### src/sv/hcb_pkg.sv
package hcb_pkg;

   localparam int SYMBOLS     = 32;
   localparam int FREQ_BITS   = 16;
   localparam int ADDR_LIMIT  = 32;
   localparam int SPAN        = (SYMBOLS < ADDR_LIMIT) ? SYMBOLS : ADDR_LIMIT;
   localparam int SLOT_BITS   = 5;
   localparam int CNT_BITS    = SLOT_BITS + 1;
   localparam int WEIGHT_BITS = FREQ_BITS + SLOT_BITS;
   localparam int CODE_BITS   = 31;
   localparam int LEN_BITS    = 5;
   localparam int ENTRY_BITS  = CODE_BITS + LEN_BITS;
   localparam longint unsigned FREQ_MASK = (64'd1 << FREQ_BITS) - 64'd1;

   typedef enum logic [1:0] {
      CMD_LOAD   = 2'd0,
      CMD_BUILD  = 2'd1,
      CMD_ENCODE = 2'd2
   } cmd_type;

   typedef enum logic [1:0] {
      ST_OK        = 2'd0,
      ST_ABSENT    = 2'd1,
      ST_NOT_BUILT = 2'd2
   } status_type;

   typedef enum logic [3:0] {
      S_IDLE, S_PACK_RD, S_PACK_WR, S_A_RD, S_A_CMP, S_B_RD, S_B_CMP,
      S_M_LO, S_M_HI, S_R_RD, S_R_CODE, S_R_HI, S_R_LO,
      S_ENC_MAP, S_ENC_CODE, S_OUT
   } state_type;

endpackage

### src/sv/hcb_ram.sv
module hcb_ram #(
   parameter int WIDTH = 8,
   parameter int DEPTH = 32
) (
   input  logic                     clock,
   input  logic                     wr_en,
   input  logic [$clog2(DEPTH)-1:0] wr_addr,
   input  logic [WIDTH-1:0]         wr_data,
   input  logic [$clog2(DEPTH)-1:0] rd_addr,
   output logic [WIDTH-1:0]         rd_data
);

   logic [WIDTH-1:0] mem [DEPTH];
   logic [WIDTH-1:0] rd_data_ff;

   always_ff @(posedge clock) begin
      if (wr_en) begin
         mem[wr_addr] <= wr_data;
      end
      rd_data_ff <= mem[rd_addr];
   end

   assign rd_data = rd_data_ff;

endmodule

### src/sv/huffman_code_builder.sv
// Huffman code builder.
// Request channel (req_*): one command per request. tdata carries cmd, symbol and
// frequency. Load stores a frequency (zero marks the symbol absent) and drops the
// built codes; build derives a code per present symbol; encode returns one code.
// Response channel (rsp_*): exactly one response per request, in order: status,
// code bits (first bit at code_length-1) and code length.
// Build time grows with the number of present symbols. The memories have one write
// port and one registered read port: every scan step of a merge reads one weight
// entry, and each step issues a read and then uses it.
// One request is worked on at a time; req_tready is high only while idle.
// A finished response sits in the output register; while the receiver stalls it
// holds there, and the next request may already be accepted and worked on, only
// its own response waits until the register is free.
// Reset (synchronous, active high) clears the presence flags, the built flag and the
// slot count; the memories need no clearing pass. An encode before any build
// answers "codes not built".
module huffman_code_builder (
   input  logic        clock,
   input  logic        reset,
   input  logic        req_tvalid,
   output logic        req_tready,
   input  logic [23:0] req_tdata,   // cmd[1:0], symbol[6:2], frequency[22:7], zero pad
   output logic        rsp_tvalid,
   input  logic        rsp_tready,
   output logic [39:0] rsp_tdata    // status[1:0], code_bits[32:2], code_length[37:33], pad
);
   import hcb_pkg::*;

   // request fields
   cmd_type              req_cmd;
   logic [SLOT_BITS-1:0] req_sym;
   logic [15:0]          req_freq;
   logic [FREQ_BITS-1:0] freq_val;
   logic                 req_fire;

   assign req_cmd  = cmd_type'(req_tdata[1:0]);
   assign req_sym  = req_tdata[6:2];
   assign req_freq = req_tdata[22:7];
   assign freq_val = FREQ_BITS'(64'(req_freq) & FREQ_MASK);
   assign req_fire = req_tvalid && req_tready;

   // control and datapath registers
   state_type              state_ff, state_in;
   logic [CNT_BITS-1:0]    i_ff, i_in;
   logic [CNT_BITS-1:0]    n_ff, n_in;
   logic [SLOT_BITS-1:0]   m_ff, m_in;
   logic [WEIGHT_BITS-1:0] total_ff, total_in;
   logic [SLOT_BITS-1:0]   a_ff, a_in, b_ff, b_in;
   logic [WEIGHT_BITS-1:0] aw_ff, aw_in, bw_ff, bw_in;
   logic [SLOT_BITS-1:0]   lo_ff, lo_in, hi_ff, hi_in;
   logic [ENTRY_BITS-1:0]  base_ff, base_in;
   logic [ADDR_LIMIT-1:0]  nz_ff, nz_in;
   logic                   built_ff, built_in;
   status_type             res_status_ff, res_status_in;
   logic [CODE_BITS-1:0]   res_bits_ff, res_bits_in;
   logic [LEN_BITS-1:0]    res_len_ff, res_len_in;
   logic                   rsp_valid_ff, rsp_valid_in;
   logic [39:0]            rsp_data_ff, rsp_data_in;

   // memory ports
   logic                   freq_we;
   logic [SLOT_BITS-1:0]   freq_waddr, freq_raddr;
   logic [FREQ_BITS-1:0]   freq_rdata;
   logic                   wgt_we;
   logic [SLOT_BITS-1:0]   wgt_waddr, wgt_raddr;
   logic [WEIGHT_BITS-1:0] wgt_wdata, wgt_rdata;
   logic                   map_we;
   logic [SLOT_BITS-1:0]   map_waddr, map_wdata, map_raddr, map_rdata;
   logic                   mrg_we;
   logic [SLOT_BITS-1:0]   mrg_waddr, mrg_raddr;
   logic [2*SLOT_BITS-1:0] mrg_wdata, mrg_rdata;
   logic                   code_we;
   logic [SLOT_BITS-1:0]   code_waddr, code_raddr;
   logic [ENTRY_BITS-1:0]  code_wdata, code_rdata;

   // helpers
   logic                   out_free;
   logic                   pack_hit, pack_last, scan_last, more_merges, replay_last;
   logic [FREQ_BITS-1:0]   pack_freq;
   logic [CNT_BITS-1:0]    n_after;
   logic [WEIGHT_BITS-1:0] total_after, retired;
   logic [SLOT_BITS-1:0]   pair_lo, pair_hi;
   logic                   load_ok;

   assign out_free    = !rsp_valid_ff || rsp_tready;
   assign pack_hit    = nz_ff[i_ff[SLOT_BITS-1:0]];
   assign pack_freq   = pack_hit ? freq_rdata : '0;
   assign n_after     = n_ff + CNT_BITS'(pack_hit);
   assign total_after = total_ff + WEIGHT_BITS'(pack_freq);
   assign retired     = total_ff + WEIGHT_BITS'(1);
   assign pack_last   = (i_ff == CNT_BITS'(SPAN - 1));
   assign scan_last   = (i_ff == n_ff - CNT_BITS'(1));
   assign more_merges = (CNT_BITS'(m_ff) + CNT_BITS'(2)) < n_ff;
   assign replay_last = (m_ff == SLOT_BITS'(1));
   assign pair_lo     = (a_ff < b_ff) ? a_ff : b_ff;
   assign pair_hi     = (a_ff < b_ff) ? b_ff : a_ff;
   assign load_ok     = (CNT_BITS'(req_sym) < CNT_BITS'(SPAN));

   assign req_tready  = (state_ff == S_IDLE);
   assign rsp_tvalid  = rsp_valid_ff;
   assign rsp_tdata   = rsp_data_ff;

   // next state
   always_comb begin
      state_in = state_ff;
      case (state_ff)
         S_IDLE: begin
            if (req_fire) begin
               case (req_cmd)
                  CMD_BUILD:  state_in = S_PACK_RD;
                  CMD_ENCODE: state_in = (built_ff && nz_ff[req_sym]) ? S_ENC_MAP : S_OUT;
                  default:    state_in = S_OUT;
               endcase
            end
         end
         S_PACK_RD: state_in = S_PACK_WR;
         S_PACK_WR: begin
            if (pack_last) begin
               state_in = (n_after > CNT_BITS'(1)) ? S_A_RD : S_OUT;
            end else begin
               state_in = S_PACK_RD;
            end
         end
         S_A_RD:  state_in = S_A_CMP;
         S_A_CMP: state_in = scan_last ? S_B_RD : S_A_RD;
         S_B_RD:  state_in = S_B_CMP;
         S_B_CMP: state_in = scan_last ? S_M_LO : S_B_RD;
         S_M_LO:  state_in = S_M_HI;
         S_M_HI:  state_in = more_merges ? S_A_RD : S_R_RD;
         S_R_RD:  state_in = S_R_CODE;
         S_R_CODE: state_in = S_R_HI;
         S_R_HI:  state_in = S_R_LO;
         S_R_LO:  state_in = replay_last ? S_OUT : S_R_RD;
         S_ENC_MAP:  state_in = S_ENC_CODE;
         S_ENC_CODE: state_in = S_OUT;
         S_OUT: begin
            if (out_free) begin
               state_in = S_IDLE;
            end
         end
         default: state_in = S_IDLE;
      endcase
   end

   // memory control
   always_comb begin
      freq_we    = 1'b0;
      freq_waddr = req_sym;
      freq_raddr = i_ff[SLOT_BITS-1:0];
      wgt_we     = 1'b0;
      wgt_waddr  = n_ff[SLOT_BITS-1:0];
      wgt_wdata  = WEIGHT_BITS'(pack_freq);
      wgt_raddr  = i_ff[SLOT_BITS-1:0];
      map_we     = 1'b0;
      map_waddr  = i_ff[SLOT_BITS-1:0];
      map_wdata  = n_ff[SLOT_BITS-1:0];
      map_raddr  = req_sym;
      mrg_we     = 1'b0;
      mrg_waddr  = m_ff;
      mrg_wdata  = {pair_lo, pair_hi};
      mrg_raddr  = m_ff - SLOT_BITS'(1);
      code_we    = 1'b0;
      code_waddr = n_ff[SLOT_BITS-1:0];
      code_wdata = '0;
      code_raddr = map_rdata;
      case (state_ff)
         S_IDLE: begin
            freq_we = req_fire && (req_cmd == CMD_LOAD) && load_ok;
         end
         S_PACK_WR: begin
            wgt_we  = pack_hit;
            map_we  = pack_hit;
            code_we = pack_hit;
         end
         S_M_LO: begin
            wgt_we    = 1'b1;
            wgt_waddr = pair_lo;
            wgt_wdata = aw_ff + bw_ff;
         end
         S_M_HI: begin
            wgt_we    = 1'b1;
            wgt_waddr = pair_hi;
            wgt_wdata = retired;
            mrg_we    = 1'b1;
         end
         S_R_CODE: begin
            code_raddr = mrg_rdata[2*SLOT_BITS-1:SLOT_BITS];
         end
         S_R_HI: begin
            code_we    = 1'b1;
            code_waddr = hi_ff;
            code_wdata = {code_rdata[ENTRY_BITS-1:CODE_BITS] + LEN_BITS'(1),
                          code_rdata[CODE_BITS-2:0], 1'b1};
         end
         S_R_LO: begin
            code_we    = 1'b1;
            code_waddr = lo_ff;
            code_wdata = {base_ff[ENTRY_BITS-1:CODE_BITS] + LEN_BITS'(1),
                          base_ff[CODE_BITS-2:0], 1'b0};
         end
         default: ;
      endcase
   end

   // datapath
   always_comb begin
      i_in          = i_ff;
      n_in          = n_ff;
      m_in          = m_ff;
      total_in      = total_ff;
      a_in          = a_ff;
      aw_in         = aw_ff;
      b_in          = b_ff;
      bw_in         = bw_ff;
      lo_in         = lo_ff;
      hi_in         = hi_ff;
      base_in       = base_ff;
      nz_in         = nz_ff;
      built_in      = built_ff;
      res_status_in = res_status_ff;
      res_bits_in   = res_bits_ff;
      res_len_in    = res_len_ff;
      rsp_valid_in  = rsp_valid_ff && !rsp_tready;
      rsp_data_in   = rsp_data_ff;
      case (state_ff)
         S_IDLE: begin
            if (req_fire) begin
               res_status_in = ST_OK;
               res_bits_in   = '0;
               res_len_in    = '0;
               case (req_cmd)
                  CMD_LOAD: begin
                     if (load_ok) begin
                        nz_in[req_sym] = (freq_val != '0);
                        built_in       = 1'b0;
                     end
                  end
                  CMD_BUILD: begin
                     i_in     = '0;
                     n_in     = '0;
                     m_in     = '0;
                     total_in = '0;
                  end
                  CMD_ENCODE: begin
                     if (!built_ff) begin
                        res_status_in = ST_NOT_BUILT;
                     end else if (!nz_ff[req_sym]) begin
                        res_status_in = ST_ABSENT;
                     end
                  end
                  default: ;
               endcase
            end
         end
         S_PACK_WR: begin
            total_in = total_after;
            n_in     = n_after;
            i_in     = i_ff + CNT_BITS'(1);
            if (pack_last) begin
               i_in  = '0;
               a_in  = '0;
               aw_in = total_after + WEIGHT_BITS'(1);
               if (n_after <= CNT_BITS'(1)) begin
                  built_in = 1'b1;
               end
            end
         end
         S_A_CMP: begin
            if (wgt_rdata <= aw_ff) begin
               a_in  = i_ff[SLOT_BITS-1:0];
               aw_in = wgt_rdata;
            end
            i_in = i_ff + CNT_BITS'(1);
            if (scan_last) begin
               i_in  = '0;
               b_in  = SLOT_BITS'(1);
               bw_in = retired;
            end
         end
         S_B_CMP: begin
            if (i_ff[SLOT_BITS-1:0] != a_ff && wgt_rdata >= aw_ff && wgt_rdata <= bw_ff) begin
               b_in  = i_ff[SLOT_BITS-1:0];
               bw_in = wgt_rdata;
            end
            i_in = i_ff + CNT_BITS'(1);
         end
         S_M_HI: begin
            m_in  = m_ff + SLOT_BITS'(1);
            i_in  = '0;
            a_in  = '0;
            aw_in = retired;
         end
         S_R_CODE: begin
            lo_in = mrg_rdata[2*SLOT_BITS-1:SLOT_BITS];
            hi_in = mrg_rdata[SLOT_BITS-1:0];
         end
         S_R_HI: begin
            base_in = code_rdata;
         end
         S_R_LO: begin
            m_in = m_ff - SLOT_BITS'(1);
            if (replay_last) begin
               built_in = 1'b1;
            end
         end
         S_ENC_CODE: begin
            res_status_in = ST_OK;
            res_bits_in   = code_rdata[CODE_BITS-1:0];
            res_len_in    = code_rdata[ENTRY_BITS-1:CODE_BITS];
         end
         S_OUT: begin
            if (out_free) begin
               rsp_valid_in = 1'b1;
               rsp_data_in  = {2'b00, res_len_in, res_bits_in, res_status_in};
            end
         end
         default: ;
      endcase
   end

   always_ff @(posedge clock) begin
      if (reset) begin
         state_ff     <= S_IDLE;
         n_ff         <= '0;
         nz_ff        <= '0;
         built_ff     <= 1'b0;
         rsp_valid_ff <= 1'b0;
      end else begin
         state_ff     <= state_in;
         n_ff         <= n_in;
         nz_ff        <= nz_in;
         built_ff     <= built_in;
         rsp_valid_ff <= rsp_valid_in;
      end
      i_ff          <= i_in;
      m_ff          <= m_in;
      total_ff      <= total_in;
      a_ff          <= a_in;
      aw_ff         <= aw_in;
      b_ff          <= b_in;
      bw_ff         <= bw_in;
      lo_ff         <= lo_in;
      hi_ff         <= hi_in;
      base_ff       <= base_in;
      res_status_ff <= res_status_in;
      res_bits_ff   <= res_bits_in;
      res_len_ff    <= res_len_in;
      rsp_data_ff   <= rsp_data_in;
   end

   // frequency per symbol
   hcb_ram #(.WIDTH(FREQ_BITS), .DEPTH(ADDR_LIMIT)) u_freq_ram (
      .clock(clock), .wr_en(freq_we), .wr_addr(freq_waddr), .wr_data(freq_val),
      .rd_addr(freq_raddr), .rd_data(freq_rdata));

   // slot weights during merging
   hcb_ram #(.WIDTH(WEIGHT_BITS), .DEPTH(ADDR_LIMIT)) u_wgt_ram (
      .clock(clock), .wr_en(wgt_we), .wr_addr(wgt_waddr), .wr_data(wgt_wdata),
      .rd_addr(wgt_raddr), .rd_data(wgt_rdata));

   // symbol to slot
   hcb_ram #(.WIDTH(SLOT_BITS), .DEPTH(ADDR_LIMIT)) u_map_ram (
      .clock(clock), .wr_en(map_we), .wr_addr(map_waddr), .wr_data(map_wdata),
      .rd_addr(map_raddr), .rd_data(map_rdata));

   // merge records {lo, hi}
   hcb_ram #(.WIDTH(2*SLOT_BITS), .DEPTH(ADDR_LIMIT)) u_mrg_ram (
      .clock(clock), .wr_en(mrg_we), .wr_addr(mrg_waddr), .wr_data(mrg_wdata),
      .rd_addr(mrg_raddr), .rd_data(mrg_rdata));

   // code per slot {length, bits}
   hcb_ram #(.WIDTH(ENTRY_BITS), .DEPTH(ADDR_LIMIT)) u_code_ram (
      .clock(clock), .wr_en(code_we), .wr_addr(code_waddr), .wr_data(code_wdata),
      .rd_addr(code_raddr), .rd_data(code_rdata));

   // checks
   a_leave_idle: assert property (@(posedge clock) disable iff (reset)
      req_fire |=> state_ff != S_IDLE)
      else $error("request accepted but controller stayed idle");

   a_not_built_empty: assert property (@(posedge clock) disable iff (reset)
      rsp_valid_ff && rsp_data_ff[1:0] == ST_NOT_BUILT |->
         rsp_data_ff[37:2] == '0)
      else $error("not-built response carries a code");

   a_slot_bound: assert property (@(posedge clock) disable iff (reset)
      n_ff <= CNT_BITS'(SPAN))
      else $error("slot count beyond table");

endmodule

### config.mk
export PLATFORM = sky130hd
export DESIGN_NAME = huffman_code_builder
export DESIGN_NICKNAME = d
export VERILOG_FILES = /design/src/sv/hcb_pkg.sv /design/src/sv/hcb_ram.sv /design/src/sv/huffman_code_builder.sv
export SDC_FILE = /design/constraint.sdc
export NUM_CORES = 2
export LEC_CHECK = 0
export BUFFER_PORTS_ARGS = -buffer_cell sky130_fd_sc_hd__buf_2
export CAP_MARGIN = 20
export CORE_MARGIN = 2
export CORE_UTILIZATION = 40
export DETAILED_ROUTE_END_ITERATION = 8
export GPL_TIMING_DRIVEN = 0
export PLACE_DENSITY = 0.51
export SYNTH_ARGS = -nofsm -noshare
export SYNTH_HDL_FRONTEND = slang
export SYNTH_SLANG_ARGS = --single-unit
### constraint.sdc
create_clock -name clock -period 9.7 [get_ports clock]
set_input_delay 0.97 -clock clock [delete_from_list [all_inputs] [get_ports clock]]
set_output_delay 0.97 -clock clock [all_outputs]
set_load 0.05 [all_outputs]
==> results.toml <==
[run_status]
outcome = "complete, no violations"

[detailed_routing]
drtAntennaViolNets = 0
detailed_routing_iteration_count_for_the_pre_antenna_repair_pass = 7
drt-initial-drc-count = 6319
postRouteWirelength_um = 357000
vias_per_cell = 5.67
routed-via-count = 65000
drt-wirelength-per-cell_um = 31.2
route.detailed.drc = 0

[worst_setup_path]
cp-startpoint = "i_ff[1]$_SDFFCE_PN0P_"
regToRegSetupSlack_ns = 2.73
rr_startpoint = "i_ff[1]$_SDFFCE_PN0P_"
worst-setup-path-type = "reg2reg"
critPathLaunchType = "flop"
crit_arrival_ns = 7.61
crit_path_end_kind = "flop"
crit_required_ns = 10.34
critPathMaxFanout = 10
reg2regPathDepth = 19
timing.rr.end = "aw_ff[20]$_DFFE_PP_"

[global_routing]
antenna_found_initial = 34
grt_pass1_wl_um = 503000
grt_start_max_net_pins = 42
grt_usage = 0.225
grt_overflow_total = 0
first_global_vias = 66300

[die]
placement_rows = 204
fp.dieH_um = 561
floorplan.die_area_um2 = 315000
floorplan.initialDensity = 0.402
top_level_ports = 70
floorplan.core_area_um2 = 309000
floorplan.die.width_um = 561

[power]
cellPowerDensity_nw_per_um2 = 260
design_power_total_mw = 37.9
static-leakage-power_nw = 45.9
irDropWorstVdd_mv = 0.170

[cells_and_area]
layout_commonest_cell = "sky130_fd_sc_hd__edfxtp_1"
syn2layout_area_growth_pct = 17.2
post_layout_net_count = 7179
layout-drive-gt1-share = 0.239
layout.cells.most_common_list = "3021 x sky130_fd_sc_hd__edfxtp_1, 740 x sky130_fd_sc_hd__mux4_2, 441 x sky130_fd_sc_hd__nand2_1, 352 x sky130_fd_sc_hd__clkbuf_16, 284 x sky130_fd_sc_hd__clkbuf_1"

[synthesis]
synthesis.area_um2 = 124000
synth-warning-count = 0
synthDistinctLibCells = 87
synthesis.area_per_instance_um2 = 19.3
synth_async_sr_flop_share = 0
post_synth_inst_count = 6437
yosys_register_bits = 3153
synth-seq-area-share = 0.751
post_synth_edffs = 3021
ys.flop_type = "sky130_fd_sc_hd__edfxtp_1"

[place]
port_buffers = 64
dpl.hpwl_um = 243000
place_congestion = 0.860

[cts]
clock_latency_ns = 0.93
cts.clk_slew.worst_paths_ns = 0.06
ctsLongestPathBuffers = 4
htree_levels = 5
clock_tree.root_cell = "sky130_fd_sc_hd__clkbuf_16"
cts_tree = "yes"
postCtsResizedCells = 0
postCtsSetupBuffers = 0
post_cts_hold_buffers = 0
cts_buffers = 342
clock_sink_count = 3153

[timing]
report.final.setup_viol = 0
grt_setup_unrepaired = "false"
hold_violation_count_in_the_final_report = 0
finalClockSkew_ns = 0.0581
worst_slew_margin_rel = 0.00585
maxSlewViolCount = 0
setup_tns_ns = 0
final_period_utilization = 0.719
tightest_slew_ns = 1.49
fmax_mhz = 143
period_needed_ns = 6.97
finalHoldWorstSlack_ns = 0.390

[worst_hold_path]
hold-path-cell-count = 0
min_to = "hi_ff[4]$_DFFE_PP_"
hold_path.startpoint = "u_mrg_ram.rd_data[4]$_DFF_P_"
worst_min_delay_path_class = "reg2reg"

[flow_run]
cap_violations = 0
-- state kept, by name (all words and copies together) (netlist names), 21 cells and up --
register / count
total_ff: 21
nz_ff: 32
u_mrg_ram.mem: 320
aw_ff: 21
u_map_ram.mem: 160
res_bits_ff: 31
u_code_ram.rd_data: 36
base_ff: 35
u_wgt_ram.rd_data: 21
u_wgt_ram.mem: 672
rsp_tdata: 38
u_code_ram.mem: 1152
u_freq_ram.mem: 512
bw_ff: 21
-- worst max-delay path, stage by stage (launching register included) --
cell and delay [ns]:
sky130_fd_sc_hd__edfxtp_1 0.52, sky130_fd_sc_hd__buf_1 0.92, sky130_fd_sc_hd__mux4_2 0.47, sky130_fd_sc_hd__a22oi_1 0.20, sky130_fd_sc_hd__nand4_1 0.64, sky130_fd_sc_hd__clkbuf_1 0.55
sky130_fd_sc_hd__nand2_1 0.33, sky130_fd_sc_hd__inv_1 0.08, sky130_fd_sc_hd__ha_1 0.30, sky130_fd_sc_hd__a211oi_2 0.22, sky130_fd_sc_hd__o21bai_1 0.16, sky130_fd_sc_hd__o21a_1 0.23
sky130_fd_sc_hd__buf_6 0.14, sky130_fd_sc_hd__o41ai_1 0.36, sky130_fd_sc_hd__xor2_1 0.22, sky130_fd_sc_hd__or3b_1 0.43, sky130_fd_sc_hd__buf_6 0.15, sky130_fd_sc_hd__a2111oi_2 0.41
sky130_fd_sc_hd__xor2_1 0.19, sky130_fd_sc_hd__o221ai_1 0.13
-- stage by stage --
step	utilization	area, um2	std cells	setup WS (ns)
after floorplan	-	124000	6438	4.58
after global placement	0.420	130000	10600	0.923
after detailed placement	0.432	134000	10800	2.89
after CTS	0.468	145000	11400	2.87
after global routing	0.471	146000	11500	2.50
final	0.471	146000	11500	2.73
-- per-layer routing --
layer | global-route usage | routed length [um]
met4 | 0.0619 | 10400
met1 | 0.297 | 147000
met2 | 0.389 | 181000
met5 | 0 | 69
met3 | 0.0297 | 18900
-- kinds of logic after synthesis --
| kind of cell | synth area share |
|---|---|
| buf+inv | 0.0145 |
| xor+xnor | 0.00683 |
| mux | 0.137 |
| simple gates | 0.0482 |
| fa+ha+maj | 0.0109 |
| compound gates | 0.0316 |
| other cells | 0.0000302 |
| flops | 0.751 |
-- worst max path at each step --
stage	end	cells past startpoint
floorplan	aw_ff[16]$_DFFE_PP_	20
global route	aw_ff[20]$_DFFE_PP_	20
CTS	aw_ff[20]$_DFFE_PP_	19
detailed placement	aw_ff[20]$_DFFE_PP_	19
finish	aw_ff[20]$_DFFE_PP_	19
global placement	bw_ff[6]$_DFFE_PP_	9
-- report_power, final --
| group | internal, mW | total (mW) | switching (mW) |
|---|---|---|---|
| registers | 15.9 | 16.2 | 0.350 |
| logic | 3.33 | 8.89 | 5.56 |
| clock network | 7.40 | 12.8 | 5.40 |
| total | 26.6 | 37.9 | 11.3 |
-- area by class of cell --
cell class,instances,area (um2)
tap,4120,5150
inverter,101,379
buffer,343,1440
sequential,3153,93400
timing repair buffer,262,4290
clock inverter,181,1780
antenna,20,50.0
fill,26000,163000
multi-input combinational,2841,30000
clock buffer,439,9210
-- synth_stat cells (5+ instances only) --
library cell                number  share of area
sky130_fd_sc_hd__nand3b_1       17         0.0010
sky130_fd_sc_hd__mux2i_1        11        0.00089
sky130_fd_sc_hd__o21bai_1        9        0.00054
sky130_fd_sc_hd__nand3_1       227         0.0091
sky130_fd_sc_hd__a22oi_1       172          0.010
sky130_fd_sc_hd__o21ai_0        97         0.0039
sky130_fd_sc_hd__xnor2_1        53         0.0037
sky130_fd_sc_hd__clkbuf_1      219         0.0066
sky130_fd_sc_hd__nand2_1       442          0.013
sky130_fd_sc_hd__o21a_1         11        0.00066
sky130_fd_sc_hd__or2_2           8        0.00040
sky130_fd_sc_hd__nor3_1         74         0.0030
sky130_fd_sc_hd__a211oi_1        9        0.00054
sky130_fd_sc_hd__nor4_1          5        0.00025
sky130_fd_sc_hd__inv_1         100         0.0030
sky130_fd_sc_hd__and2_1         76         0.0038
sky130_fd_sc_hd__nor2_1        317         0.0096
sky130_fd_sc_hd__nor2b_1        10        0.00050
sky130_fd_sc_hd__dfxtp_1       132          0.021
sky130_fd_sc_hd__a221oi_1       10        0.00070
sky130_fd_sc_hd__a21o_1         28         0.0017
sky130_fd_sc_hd__mux2_2         20         0.0018
sky130_fd_sc_hd__edfxtp_1     3021           0.73
sky130_fd_sc_hd__o22ai_1        15        0.00076
sky130_fd_sc_hd__a221o_1        15         0.0012
sky130_fd_sc_hd__nand2b_1       18        0.00091
sky130_fd_sc_hd__buf_1          60         0.0018
sky130_fd_sc_hd__a31oi_1         5        0.00025
sky130_fd_sc_hd__xor2_1         42         0.0030
sky130_fd_sc_hd__buf_2          54         0.0022
sky130_fd_sc_hd__a21oi_1        83         0.0033
sky130_fd_sc_hd__o2111ai_1      10        0.00070
sky130_fd_sc_hd__nand4_1        59         0.0030
sky130_fd_sc_hd__ha_1          105          0.011
sky130_fd_sc_hd__a22o_1         30         0.0021
sky130_fd_sc_hd__o211ai_1        9        0.00054
sky130_fd_sc_hd__and3_1         15        0.00076
sky130_fd_sc_hd__buf_6           7        0.00063
sky130_fd_sc_hd__mux4_2        740           0.13
sky130_fd_sc_hd__or3_1          12        0.00060
sky130_fd_sc_hd__a211o_1         8        0.00056
Power figures use the tool's default switching activity.
